$ cat src/design/sptf_ram.sv
`timescale 1ns / 1ps
// ----------------------------------------------------------------------------
// sptf_ram: simple dual port RAM
// One write port and one read port, read data registered.
// A read of the address being written returns the old contents.
// ----------------------------------------------------------------------------
module sptf_ram #(
  parameter int unsigned WIDTH = 32,
  parameter int unsigned DEPTH = 16,
  localparam int unsigned AW = (DEPTH > 1) ? $clog2(DEPTH) : 1
) (
  input  logic             clk_i,
  input  logic             we_i,
  input  logic [AW-1:0]    waddr_i,
  input  logic [WIDTH-1:0] wdata_i,
  input  logic             re_i,
  input  logic [AW-1:0]    raddr_i,
  output logic [WIDTH-1:0] rdata_o
);

  logic [WIDTH-1:0] mem_q [DEPTH];
  logic [WIDTH-1:0] rdata_q;

  // Write port
  always_ff @(posedge clk_i) begin
    if (we_i) begin
      mem_q[waddr_i] <= wdata_i;
    end
  end

  // Registered read port
  always_ff @(posedge clk_i) begin
    if (re_i) begin
      rdata_q <= mem_q[raddr_i];
    end
  end

  assign rdata_o = rdata_q;

endmodule

$ cat config.mk
export PLATFORM = sky130hd
export DESIGN_NAME = sptf_ram
export DESIGN_NICKNAME = d
export VERILOG_FILES = /design/src/design/sptf_ram.sv
export SDC_FILE = /design/constraint.sdc
export NUM_CORES = 1
export LEC_CHECK = 0
export ABC_AREA = 1
export BUFFER_PORTS_ARGS = -buffer_cell sky130_fd_sc_hd__buf_2
export CAP_MARGIN = 25
export CORE_UTILIZATION = 35
export CTS_CLUSTER_SIZE = 30
export DETAILED_ROUTE_END_ITERATION = 7
export SLEW_MARGIN = 25
export SYNTH_ARGS = -nofsm -noshare
export SYNTH_HDL_FRONTEND = slang
export SYNTH_SLANG_ARGS = --single-unit
$ cat constraint.sdc
create_clock -name clk_i -period 6.7 [get_ports clk_i]
set_input_delay 1.34 -clock clk_i [delete_from_list [all_inputs] [get_ports clk_i]]
set_output_delay 1.34 -clock clk_i [all_outputs]
set_load 0.1 [all_outputs]
Word-level counts from Yosys, hierarchy flattened:

Memory sizes are Yosys's and may differ from the RTL's. A register that Yosys moved wholly into a read port is not among the register bits.
Cells that the tools add are included.
Widths: inputs -> output; s select.

* mux-type cells: 2

Operators by type and width (count)
* $mux 1: 2

* register bits after elaboration: 0
* RAM bits: 512
* bits of input ports: 43
* output and inout port bits: 32
* logic and storage cells: 3
* memories: 1

Memories
* mem_q: depth 16, bits a word 32, rd ports 1, clocked after memory_dff 1, write ports 1, RTL line 21 `logic [WIDTH-1:0] mem_q [DEPTH];`

Longest topological paths before layout:

* depth in word-level cells: 2
* mapped depth: 10
* depth with buffers taken out: 7

Worst setup path before layout:

OpenSTA, ideal clock, no wires.

* path type: input -> register
* start point: input waddr_i[2]
* end point: memory mem_q[10][0], enable pin
* setup time: 0.421 ns
* arrival time: 2.912 ns
* required time: 6.279 ns
* path slack: 3.367 ns
* stages on the path: 2
* path buffers: 0
* path through: nand3b_1 > nor2_1

RTL lines
* from (decl): RTL line 14 `input logic [AW-1:0] waddr_i,`
* to (decl): RTL line 21

Straight into the memory's write port.

==> reports/metrics.yaml <==
status:
  status: "complete, no violations"
timing:
  fmax_ghz: 0.298
  finalCritPeriodShare: 0.502
  setup_viol: 0
  final_hold_viol_count: 0
  worstMarginPinSlew_ns: 0.962
  maxSlewHeadroom: 0.358
  tns_ns: 0
  rsz0062_at_grt: "no"
  period_needed_ns: 3.36
  finalMaxSlewViolations: 0
  clock_skew_ns: 0.0183
  layout_setup_ws_ns: 3.34
placed_design:
  place_hpwl_mm: 26.1
  port_buffers: 74
  dp_worst_setup_slack_ns: 2.74
  placed_area_um2: 24100
  gp_congestion: 0.756
power:
  p_switching_uw: 1700
  combPwrFrac: 0.073
  power.leakage_uw: 0.0108
  pwr-share-seq: 0.525
  intPower_uw: 5640
  clkPwrFrac: 0.402
  max-vdd-ir-drop_mv: 0.188
  total_power_uw: 7340
  switching_share: 0.231
  p_per_area_nw_per_um2: 284
floorplanning:
  coreArea_um2: 64800
  fp.dieH_um: 259
  dieArea_um2: 66900
  initial_utilization: 0.356
  io_pins: 75
  rows: 93
  die_x_um: 259
finish:
  drive_above_1_share: 0.0875
  final_area_um2: 25900
  mostFrequentLayoutCell: "nand2_1"
  postLayoutCoreUtil: 0.399
  fin_nets: 2217
  final_cell_mix: "nand2_1 (677), edfxtp_1 (544), inv_1 (386)"
  syn2layout_area_growth_pct: 12.3
global_route:
  grt_pass1_vias: 14200
  globalRouteOverflowTotal: 0
  grt_pass1_wl_mm: 83.8
  grt_antenna_before_repair: 6
  grt_start_max_net_pins: 101
  grt_usage: 0.166
route:
  postRouteWirelength_mm: 55.9
  wl_per_cell_um: 18.2
  first_iter_violations: 1197
  vias: 14600
  first_pass_iters: 4
  viasPerCell: 4.75
  route.detailed.drc: 0
  postRouteAntennaNets: 0
cts:
  clock_sinks: 544
  cts-root-buf: "clkbuf_16"
  post_cts_buffers: 0
  clock_latency_ns: 0.59
  clkTransAtPathRegs_ns: 0.06
  clockBufferDepth: 3
  h-tree-depth: 2
  cts_tree: "built"
  ctsResizeCount: 0
  numCtsBuffers: 54
  ctsHoldBuffers: 0
synth:
  synthMuxAreaShare: 0
  synth_warnings: 0
  yosys.area.top_type: "edfxtp_1"
  yosys.area_share.xor_xnor: 0
  synth-seq-area-share: 0.709
  synth_top_area_share: 0.709
  syn-num-nets: 2163
  ys_types: 14
  syn_inst: 2120
  synth_area_leaders: "edfxtp_1 (71%), nand2_1 (11%), nand3_1 (8.4%), inv_1 (6.3%), buf_6 (1.4%)"
  synth_top_family_by_area: "simple AND/OR/NAND/NOR gates"
  synth_compound_area_frac: 0
  synthAdderAreaFrac: 0
  syn_avg_cell_area_um2: 10.9
  syn-cell-area_um2: 23100
  synth_simple_gate_area_share: 0.197
  yosys_register_bits: 544
critical_path:
  required_ns: 7.03
  cp-start-kind: "input pin"
  crit_fanout: 100
  r2r_start: "mem_q[1][15]$_DFFE_PP_"
  cp-startpoint: "raddr_i[0]"
  reg2reg_slack_ns: 5.53
  path_class: "in2reg"
  cp.arrival_ns: 3.69
  critPathCaptureType: "flip-flop"
job:
  cap_violations: 0
worst_hold_path:
  hp-class: "reg2reg"
  hp-start: "mem_q[7][27]$_DFFE_PP_"
==> worst paths after layout <==
check / to / depth (start not counted)
setup / recovery: rdata_o[31]$_DFFE_PP_ / 8
hold / removal: rdata_o[27]$_DFFE_PP_ / 6
setup reg to reg: rdata_o[15]$_DFFE_PP_ / 6
hold reg to reg: rdata_o[27]$_DFFE_PP_ / 6
==> cell families (layout without fill, tap and decap cells) <==
kind of cell	Yosys count	count (layout)
flops	544	544
simple gates	1081	1081
buf+inv	495	593
other cells	0	1
==> Yosys cell counts <==
cell / number
inv_2: 1
nand3_1: 385
buf_12: 1
buf_4: 6
nor2_1: 17
buf_2: 41
clkbuf_1: 14
inv_1: 388
edfxtp_1: 544
buf_1: 14
inv_4: 1
nand2_1: 677
nand3b_1: 2
buf_6: 29
==> power by group through the flow <==
stage	clock [uW]	combinational, uW	sequential (uW)
6_report	2950	533	3860
5_1_grt	3120	583	3860
4_1_cts	3000	537	3860
3_5_place_dp	0	535	3930
3_3_place_gp	0	526	3930
2_1_floorplan	0	260	4040
==> metal layers <==
metal / global-route usage / share of wire / wire (um)
met1: 0.214 / 0.43 / 23800
met2: 0.284 / 0.49 / 27200
met3: 0.0282 / 0.060 / 3340
met4: 0.0559 / 0.028 / 1560
met5: 0 / 0.00057 / 32
==> final cells by class <==
| cell class | instances | area [um^2] |
|---|---|---|
| diodes | 1 | 2.50 |
| flip-flops and latches | 544 | 16300 |
| well taps | 855 | 1070 |
| repair buffers | 103 | 599 |
| multi-input cells | 1081 | 4670 |
| clock inverters | 33 | 307 |
| clock buffers | 67 | 1420 |
| fillers | 6057 | 38900 |
| inverters | 390 | 1470 |
==> critical path, cell delays in order <==
cell	delay [ns]
clkbuf_8	0.37
inv_6	0.68
buf_4	0.70
nand2_1	0.14
nand3_1	0.10
nand3_1	0.09
nand3_1	0.11
nand2_1	0.07
==> registers in the layout, summed over array words and instances (netlist names) <==
register and cells:
rdata_o 32, mem_q 512
==> through the flow <==
| step | instances | hold slack (ns) |
|---|---|---|
| after detailed placement | 2973 | 0.714 |
| after global placement | 2973 | 0.711 |
| after floorplan | 2120 | 0.683 |
| after global routing | 3074 | 0.785 |
| final | 3074 | 0.725 |
| after CTS | 3073 | 0.730 |
Power figures use the tool's default switching activity.
